--- config.mk ---
export PLATFORM = sky130hd
export DESIGN_NAME = vram_byte_rotate_color_overlay
export DESIGN_NICKNAME = d
export VERILOG_FILES = /design/src/design/vbrco_pkg.sv /design/src/design/vbrco_zone.sv /design/src/design/vbrco_lane.sv /design/src/design/vbrco_index.sv /design/src/design/vram_byte_rotate_color_overlay.sv
export SDC_FILE = /design/constraint.sdc
export NUM_CORES = 1
export LEC_CHECK = 0
export BUFFER_PORTS_ARGS = -buffer_cell sky130_fd_sc_hd__buf_2
export CAP_MARGIN = 10
export CORE_MARGIN = 3
export CORE_UTILIZATION = 55
export CTS_BUF_LIST = sky130_fd_sc_hd__clkbuf_4 sky130_fd_sc_hd__clkbuf_8
export DETAILED_ROUTE_END_ITERATION = 16
export MAX_ROUTING_LAYER = met4
export PLACE_DENSITY = 0.75
export SETUP_SLACK_MARGIN = 0.2
export SLEW_MARGIN = 20
export SYNTH_ARGS = -nofsm -noshare
export SYNTH_HDL_FRONTEND = slang
export SYNTH_SLANG_ARGS = --single-unit
--- constraint.sdc ---
create_clock -name clk_i -period 6.3 [get_ports clk_i]
set_clock_uncertainty 0.2 [all_clocks]
set_input_delay 1.26 -clock clk_i [delete_from_list [all_inputs] [get_ports clk_i]]
set_output_delay 1.26 -clock clk_i [all_outputs]
set_load 0.02 [all_outputs]
--- src/design/vbrco_pkg.sv ---
// ----------------------------------------------------------------------------
// vbrco_pkg
// Types and constants shared by the rotated 1bpp byte color overlay block.
// ----------------------------------------------------------------------------
`timescale 1ns / 1ps
`default_nettype none

package vbrco_pkg;

  localparam int unsigned MAX_FRAME_SIDE    = 1024;

  localparam int unsigned TOP_LIMIT         = 60;
  localparam int unsigned LEFT_TEXT_LIMIT   = 16;
  localparam int unsigned RIGHT_TEXT_MARGIN = 122;
  localparam int unsigned TEXT_ROW_LIMIT    = 15;
  localparam int unsigned BAND_START_MARGIN = 64;
  localparam int unsigned BAND_END_MARGIN   = 33;

  localparam int unsigned NUM_LANES = 8;
  localparam int unsigned COL_W     = 10;
  localparam int unsigned BROW_W    = 7;
  localparam int unsigned ROW_W     = 10;
  localparam int unsigned IDX_W     = 20;
  localparam int unsigned DIM_W     = 11;
  localparam int unsigned COLOR_W   = 16;
  localparam int unsigned CFG_IDX_W = 3;

  localparam logic [CFG_IDX_W-1:0] REG_FRAME_WIDTH  = 3'd0;
  localparam logic [CFG_IDX_W-1:0] REG_FRAME_HEIGHT = 3'd1;
  localparam logic [CFG_IDX_W-1:0] REG_COLOR_OFF    = 3'd2;
  localparam logic [CFG_IDX_W-1:0] REG_COLOR_TOP    = 3'd3;
  localparam logic [CFG_IDX_W-1:0] REG_COLOR_PLAIN  = 3'd4;
  localparam logic [CFG_IDX_W-1:0] REG_COLOR_BAND   = 3'd5;

  localparam logic [DIM_W-1:0]   RST_FRAME_WIDTH  = 11'd224;
  localparam logic [DIM_W-1:0]   RST_FRAME_HEIGHT = 11'd256;
  localparam logic [COLOR_W-1:0] RST_COLOR_OFF    = 16'hF000;
  localparam logic [COLOR_W-1:0] RST_COLOR_TOP    = 16'hF0F0;
  localparam logic [COLOR_W-1:0] RST_COLOR_PLAIN  = 16'hFFFF;
  localparam logic [COLOR_W-1:0] RST_COLOR_BAND   = 16'hFF00;

  typedef struct packed {
    logic [DIM_W-1:0]   frame_width;
    logic [DIM_W-1:0]   frame_height;
    logic [COLOR_W-1:0] color_off;
    logic [COLOR_W-1:0] color_top;
    logic [COLOR_W-1:0] color_plain;
    logic [COLOR_W-1:0] color_band;
  } cfg_t;

  typedef struct packed {
    logic               oor;
    logic [ROW_W-1:0]   row;
    logic [COLOR_W-1:0] set_color;
  } zone_t;

endpackage

`default_nettype wire

--- src/design/vbrco_zone.sv ---
// ----------------------------------------------------------------------------
// vbrco_zone
// Range check, rotated row of bit 0 and zone color for one row group.
// ----------------------------------------------------------------------------
`timescale 1ns / 1ps
`default_nettype none

module vbrco_zone (
  input  var vbrco_pkg::cfg_t                 cfg_i,
  input  wire logic [vbrco_pkg::COL_W-1:0]    column_i,
  input  wire logic [vbrco_pkg::BROW_W-1:0]   byte_row_i,
  output vbrco_pkg::zone_t                    zone_o
);
  import vbrco_pkg::*;

  logic [DIM_W-1:0] base;
  logic [DIM_W-1:0] col_x;
  logic [DIM_W-1:0] diff;
  logic             in_top;
  logic             in_text;
  logic             right_text;
  logic             band_lo;
  logic             band_hi;

  assign base  = {1'b0, byte_row_i, 3'b000};
  assign col_x = {1'b0, column_i};
  assign diff  = cfg_i.frame_height - base - 11'd1;

  always_comb begin
    in_top     = base <= DIM_W'(TOP_LIMIT);
    right_text = (cfg_i.frame_width < DIM_W'(RIGHT_TEXT_MARGIN)) ||
                 (col_x >= cfg_i.frame_width - DIM_W'(RIGHT_TEXT_MARGIN));
    in_text    = (base <= DIM_W'(TEXT_ROW_LIMIT)) &&
                 ((col_x <= DIM_W'(LEFT_TEXT_LIMIT)) || right_text);
    band_lo    = (cfg_i.frame_height < DIM_W'(BAND_START_MARGIN)) ||
                 (base >= cfg_i.frame_height - DIM_W'(BAND_START_MARGIN));
    band_hi    = (cfg_i.frame_height >= DIM_W'(BAND_END_MARGIN)) &&
                 (base <= cfg_i.frame_height - DIM_W'(BAND_END_MARGIN));

    if (in_top) begin
      zone_o.set_color = in_text ? cfg_i.color_plain : cfg_i.color_top;
    end else if (band_lo && band_hi) begin
      zone_o.set_color = cfg_i.color_band;
    end else begin
      zone_o.set_color = cfg_i.color_plain;
    end

    zone_o.oor = (col_x >= cfg_i.frame_width) ||
                 ({1'b0, base} + 12'd8 > {1'b0, cfg_i.frame_height}) ||
                 (32'(cfg_i.frame_width) > MAX_FRAME_SIDE) ||
                 (32'(cfg_i.frame_height) > MAX_FRAME_SIDE);
    zone_o.row = zone_o.oor ? '0 : diff[ROW_W-1:0];
  end

endmodule

`default_nettype wire

--- src/design/vbrco_lane.sv ---
// ----------------------------------------------------------------------------
// vbrco_lane
// One pixel lane: picks the zone color or the clear color from one bit.
// ----------------------------------------------------------------------------
`timescale 1ns / 1ps
`default_nettype none

module vbrco_lane (
  input  wire logic                          bit_i,
  input  wire logic [vbrco_pkg::COLOR_W-1:0] set_color_i,
  input  wire logic [vbrco_pkg::COLOR_W-1:0] off_color_i,
  output logic      [vbrco_pkg::COLOR_W-1:0] pixel_o
);
  import vbrco_pkg::*;

  always_comb begin
    pixel_o = bit_i ? set_color_i : off_color_i;
  end

endmodule

`default_nettype wire

--- src/design/vbrco_index.sv ---
// ----------------------------------------------------------------------------
// vbrco_index
// Frame index of bit 0: row times frame width plus column, 20-bit wrap.
// ----------------------------------------------------------------------------
`timescale 1ns / 1ps
`default_nettype none

module vbrco_index (
  input  wire logic [vbrco_pkg::ROW_W-1:0] row_i,
  input  wire logic [vbrco_pkg::DIM_W-1:0] width_i,
  input  wire logic [vbrco_pkg::COL_W-1:0] column_i,
  input  wire logic                        oor_i,
  output logic      [vbrco_pkg::IDX_W-1:0] index_o
);
  import vbrco_pkg::*;

  logic [ROW_W+DIM_W-1:0] prod;
  logic [ROW_W+DIM_W-1:0] sum;

  always_comb begin
    prod    = row_i * width_i;
    sum     = prod + (ROW_W+DIM_W)'(column_i);
    index_o = oor_i ? '0 : sum[IDX_W-1:0];
  end

endmodule

`default_nettype wire

--- src/design/vram_byte_rotate_color_overlay.sv ---
// Pipeline: stage 1 registers the zone decode with the eight pixel lanes and
// stage 2 the index multiply before the result reaches the master side.
// Throughput: one transaction per cycle while m_tready_i does not stall it.
// Reset: asynchronous, active low; clears pipeline valids and loads the
// default frame size and colors into the configuration registers.
// ----------------------------------------------------------------------------
// vram_byte_rotate_color_overlay
// Rotates one 1bpp video memory byte into frame coordinates and colors its
// eight pixels by screen zone.
// ----------------------------------------------------------------------------
`timescale 1ns / 1ps
`default_nettype none

module vram_byte_rotate_color_overlay (
  input  wire logic         clk_i,
  input  wire logic         rst_ni,
  input  wire logic         cfg_we_i,
  input  wire logic [2:0]   cfg_idx_i,
  input  wire logic [15:0]  cfg_wdata_i,
  input  wire logic         s_tvalid_i,
  output logic              s_tready_o,
  // column[9:0], byte_row[16:10], vram_byte[24:17], zero[31:25]
  input  wire logic [31:0]  s_tdata_i,
  output logic              m_tvalid_o,
  input  wire logic         m_tready_i,
  // bit0_row[9:0], out_column[19:10], frame_index[39:20], pixel0..pixel7
  // [167:40] at 16 bits each
  output logic [167:0]      m_tdata_o,
  // out_of_range[0]
  output logic [0:0]        m_tuser_o
);
  import vbrco_pkg::*;

  cfg_t cfg_q, cfg_d;

  always_comb begin
    cfg_d = cfg_q;
    if (cfg_we_i) begin
      case (cfg_idx_i)
        REG_FRAME_WIDTH:  cfg_d.frame_width  = cfg_wdata_i[DIM_W-1:0];
        REG_FRAME_HEIGHT: cfg_d.frame_height = cfg_wdata_i[DIM_W-1:0];
        REG_COLOR_OFF:    cfg_d.color_off    = cfg_wdata_i;
        REG_COLOR_TOP:    cfg_d.color_top    = cfg_wdata_i;
        REG_COLOR_PLAIN:  cfg_d.color_plain  = cfg_wdata_i;
        REG_COLOR_BAND:   cfg_d.color_band   = cfg_wdata_i;
        default: ;
      endcase
    end
  end

  always_ff @(posedge clk_i or negedge rst_ni) begin
    if (!rst_ni) begin
      cfg_q.frame_width  <= RST_FRAME_WIDTH;
      cfg_q.frame_height <= RST_FRAME_HEIGHT;
      cfg_q.color_off    <= RST_COLOR_OFF;
      cfg_q.color_top    <= RST_COLOR_TOP;
      cfg_q.color_plain  <= RST_COLOR_PLAIN;
      cfg_q.color_band   <= RST_COLOR_BAND;
    end else begin
      cfg_q <= cfg_d;
    end
  end

  // stage 1: zone decode and pixel lanes
  logic [COL_W-1:0]  in_col;
  logic [BROW_W-1:0] in_brow;
  logic [7:0]        in_byte;
  zone_t             zone;
  logic [NUM_LANES-1:0][COLOR_W-1:0] lane_pix;

  assign in_col  = s_tdata_i[9:0];
  assign in_brow = s_tdata_i[16:10];
  assign in_byte = s_tdata_i[24:17];

  vbrco_zone u_zone (
    .cfg_i      (cfg_q),
    .column_i   (in_col),
    .byte_row_i (in_brow),
    .zone_o     (zone)
  );

  for (genvar n = 0; n < NUM_LANES; n++) begin : g_lane
    vbrco_lane u_lane (
      .bit_i       (in_byte[n]),
      .set_color_i (zone.set_color),
      .off_color_i (cfg_q.color_off),
      .pixel_o     (lane_pix[n])
    );
  end

  logic                              s1_valid_q;
  logic                              s1_oor_q;
  logic [ROW_W-1:0]                  s1_row_q;
  logic [COL_W-1:0]                  s1_col_q;
  logic [NUM_LANES-1:0][COLOR_W-1:0] s1_pix_q;
  logic                              s1_ready;
  logic                              s2_ready;

  assign s2_ready   = !m_tvalid_o || m_tready_i;
  assign s1_ready   = !s1_valid_q || s2_ready;
  assign s_tready_o = s1_ready;

  always_ff @(posedge clk_i or negedge rst_ni) begin
    if (!rst_ni) begin
      s1_valid_q <= 1'b0;
    end else if (s1_ready) begin
      s1_valid_q <= s_tvalid_i;
    end
  end

  always_ff @(posedge clk_i) begin
    if (s1_ready && s_tvalid_i) begin
      s1_oor_q <= zone.oor;
      s1_row_q <= zone.row;
      s1_col_q <= in_col;
      s1_pix_q <= lane_pix;
    end
  end

  // stage 2: frame index and merge into the output word
  logic [IDX_W-1:0] index;
  logic             s2_valid_q;
  logic [167:0]     s2_data_q;
  logic             s2_oor_q;

  vbrco_index u_index (
    .row_i    (s1_row_q),
    .width_i  (cfg_q.frame_width),
    .column_i (s1_col_q),
    .oor_i    (s1_oor_q),
    .index_o  (index)
  );

  always_ff @(posedge clk_i or negedge rst_ni) begin
    if (!rst_ni) begin
      s2_valid_q <= 1'b0;
    end else if (s2_ready) begin
      s2_valid_q <= s1_valid_q;
    end
  end

  always_ff @(posedge clk_i) begin
    if (s2_ready && s1_valid_q) begin
      s2_data_q <= {s1_pix_q, index, s1_col_q, s1_row_q};
      s2_oor_q  <= s1_oor_q;
    end
  end

  assign m_tvalid_o = s2_valid_q;
  assign m_tdata_o  = s2_data_q;
  assign m_tuser_o  = s2_oor_q;

`ifndef SYNTHESIS
  a_stall_keeps_valid: assert property (@(posedge clk_i) disable iff (!rst_ni)
    m_tvalid_o && !m_tready_i |=> m_tvalid_o)
    else $error("result dropped while stalled");

  a_oor_zero_coords: assert property (@(posedge clk_i) disable iff (!rst_ni)
    m_tvalid_o && m_tuser_o[0] |-> (m_tdata_o[9:0] == '0) && (m_tdata_o[39:20] == '0))
    else $error("out of range result carries coordinates");

  a_ready_only_on_full: assert property (@(posedge clk_i) disable iff (!rst_ni)
    !s_tready_o |-> (m_tvalid_o && !m_tready_i && s1_valid_q))
    else $error("input stalled without a full pipeline");
`endif

endmodule

`default_nettype wire
==> impl_metrics.ini <==
[outcome]
status = finished clean

[worst_setup_path]
end_kind = register
reg2regPathDepth = 18
cp-start-kind = register
cpLargestDelayFamily = adder cells
critPathMaxFanout = 14
path_cells = nand2_1 -> fa_1 -> inv_1 -> fa_1 -> inv_1 -> fa_1 -> inv_1 -> fa_1 -> inv_1 -> fa_1 -> inv_1 -> ha_1 -> a21oi_1 -> o21ai_0 -> o21bai_1 -> a21o_1 -> a21oi_1 -> mux2_1
crit_path_max_incr_delay_ns = 0.71
crit_required_ns = 6.48
path_class = reg2reg
critPathBufInv = 5
cp.arrival_ns = 6.03
cp.depth = 18
cp_slowest_cell = dfstp_2

[routing]
first_iter_violations = 1086
avgViaCountPerCell = 5.552
vias = 13400
drtAntennaViolNets = 0
drcViolationCount = 0
wl_per_cell_um = 20.02
routed_wl_mm = 48.34
drt_first_pass_iters = 5

[sta]
post-route-period-util_pct = 92.86
hold_viol_final = 0
rsz0062_at_grt = no
setup_tns_ns = 0
post-route-min-period_ns = 5.850
worstMarginPinSlew_ns = 1.036
fmax_mhz = 170.9
relSlewSlack_pct = 30.56
drv_slew = 0
setup_viol = 0
worst_slack_ns = 0.4496

[run]
maxCapViolations = 0

[power_and_ir_drop]
powerDensity_nw_per_um2 = 472.5
peakVddDrop_v = 0.0004678
leakage_nw = 9.755

[floorplan]
dieArea_um2 = 40250
die_h_um = 200.6
rows = 70
start_util_pct = 56.37
die_w_um = 200.6
core_um2 = 36960
ios = 227

[layout]
finish.instance_area_um2 = 23660
finalNetCount = 2101
num_antenna_cells = 0
drive_above_1_share_pct = 22.04
num-fill-cells = 2817
areaGrowthSynthToFinish_pct = 13.56
final_util_pct = 64.01

[synthesis]
syn_nets = 1887
synth_cells = 1643
netlist_top_cells_count = edfxtp_1, nor2_1, a21oi_1, inv_1, ha_1
ys_warn_count = 0
synth.most_common_cell = edfxtp_1
syn-cell-area_um2 = 20830
yosys.area.top_type = edfxtp_1
ys_seq_elements = 406
yosysUniqueCellTypes = 71
synth.avg_cell_area_um2 = 12.68
synthTopCellsByArea = edfxtp_1, fa_1, ha_1
synth-async-reset-ratio_pct = 21.67
synth_top_area_share_pct = 45.84
ys.flop_type = edfxtp_1
synth.yosys.seq_area_share_pct = 56.65
synth_edf_count = 318

[placed_design]
place_congestion = 0.8736
dp_slack_ns = 0.4758
port_buffers = 219
dpl.hpwl_mm = 33.69
dpl_cell_area_um2 = 22410

[clock_network]
cts_setup_buffers = 0
numCtsBuffers = 61
cts_tree = built
cts_resized = 0
clock-sinks = 406
clkTransAtPathRegs_ns = 0.06
postCtsHoldBufs = 0
cts.htree.levels = 2
clockRootBuffer = clkbuf_8
cts_buffer_depth = 3
clk_latency_ns = 0.64

[grt]
grt_usage_pct = 24.56
antenna_found_initial = 0
grt-ovfl-total = 0
grt_pass1_vias = 13400
grt_pass1_wl_mm = 75.37
grt_max_degree = 150

[min_path]
whs_path_depth = 0
hp-class = reg2reg
routing by layer:
layer  track usage (%)  up-vias  share of wire, %
li1                  -     6215                 -
met1             34.21     6545                44
met2             37.16      546                46
met3             3.746       97               6.9
met4             8.984        0               3.2
met5                 -        -                 0
through the flow:
step	instances	hold slack, ns	power, mW
after global routing	2414	0.2162	12.02
after global placement	2297	0.2011	8.888
after detailed placement	2297	0.2045	9.024
after CTS	2413	0.2062	11.23
final	2414	0.2024	11.18
after floorplan	1643	0.2003	7.750
flip-flops by register name, summed over array words and instances (netlist names):
signal	count
cfg_q	86
m_tdata_o	168
m_tuser_o	1
s1_row_q	10
s1_valid_q	1
s1_oor_q	1
m_tvalid_o	1
s1_col_q	10
s1_pix_q	128
layout by cell type, fill, tap and decap left out, types with 11 or more instances in the layout:
| cell type | instances |
|---|---|
| a211oi_1 | 21 |
| a21o_1 | 12 |
| a21oi_1 | 152 |
| a311oi_4 | 16 |
| and2_1 | 56 |
| buf_2 | 218 |
| buf_4 | 14 |
| clkbuf_4 | 24 |
| clkbuf_8 | 66 |
| clkinv_1 | 17 |
| dfrtp_1 | 48 |
| dfstp_2 | 40 |
| edfxtp_1 | 318 |
| fa_1 | 79 |
| ha_1 | 109 |
| inv_1 | 149 |
| mux2_1 | 56 |
| mux2_2 | 13 |
| nand2_1 | 89 |
| nor2_1 | 164 |
| nor2b_1 | 11 |
| nor3_1 | 15 |
| nor4b_1 | 17 |
| o21ai_0 | 19 |
| o21ai_1 | 27 |
| xnor2_1 | 33 |
final timing paths:
kind / from / endpoint / slack, ns
max: cfg_q[80] / m_tdata_o[33] / 0.45
min: s1_pix_q[81] / m_tdata_o[121] / 0.20
max reg2reg: cfg_q[80] / m_tdata_o[33] / 0.45
min reg2reg: s1_pix_q[81] / m_tdata_o[121] / 0.20
max in group asynchronous: rst_ni / cfg_q[67] / 4.46
min in group asynchronous: rst_ni / s1_valid_q / 0.33
layout make-up:
class	count	area [um^2]	share of cell area, %
well taps	504	630.6	2.665
repair buffers	235	1247	5.273
multi-input cells	1002	8172	34.54
clock buffers	90	1089	4.601
clock inverters	26	152.6	0.6452
flip-flops and latches	406	11800	49.88
inverters	151	566.8	2.396
power by group:
group / total, mW / leakage [nW] / internal (mW) / switching [mW]
sequential: 3.90 / 4.07 / 3.57 / 0.332
clock: 2.16 / 0.665 / 1.15 / 1.00
combinational: 5.12 / 5.02 / 2.10 / 3.03
total: 11.2 / 9.75 / 6.82 / 4.36
cell families (layout without fill, tap and decap cells):
kind of cell | after synthesis | after routing | share of synthesized area (%)
AO/OA/AOI/OAI | 288 | 288 | 9.555
buffers and inverters | 235 | 502 | 4.396
XOR/XNOR | 42 | 42 | 1.766
flip-flops | 406 | 406 | 56.65
multiplexers | 70 | 70 | 3.778
AND/OR/NAND/NOR | 414 | 414 | 9.723
adder cells (fa/ha/maj) | 188 | 188 | 14.14
Power figures use the tool's default switching activity.
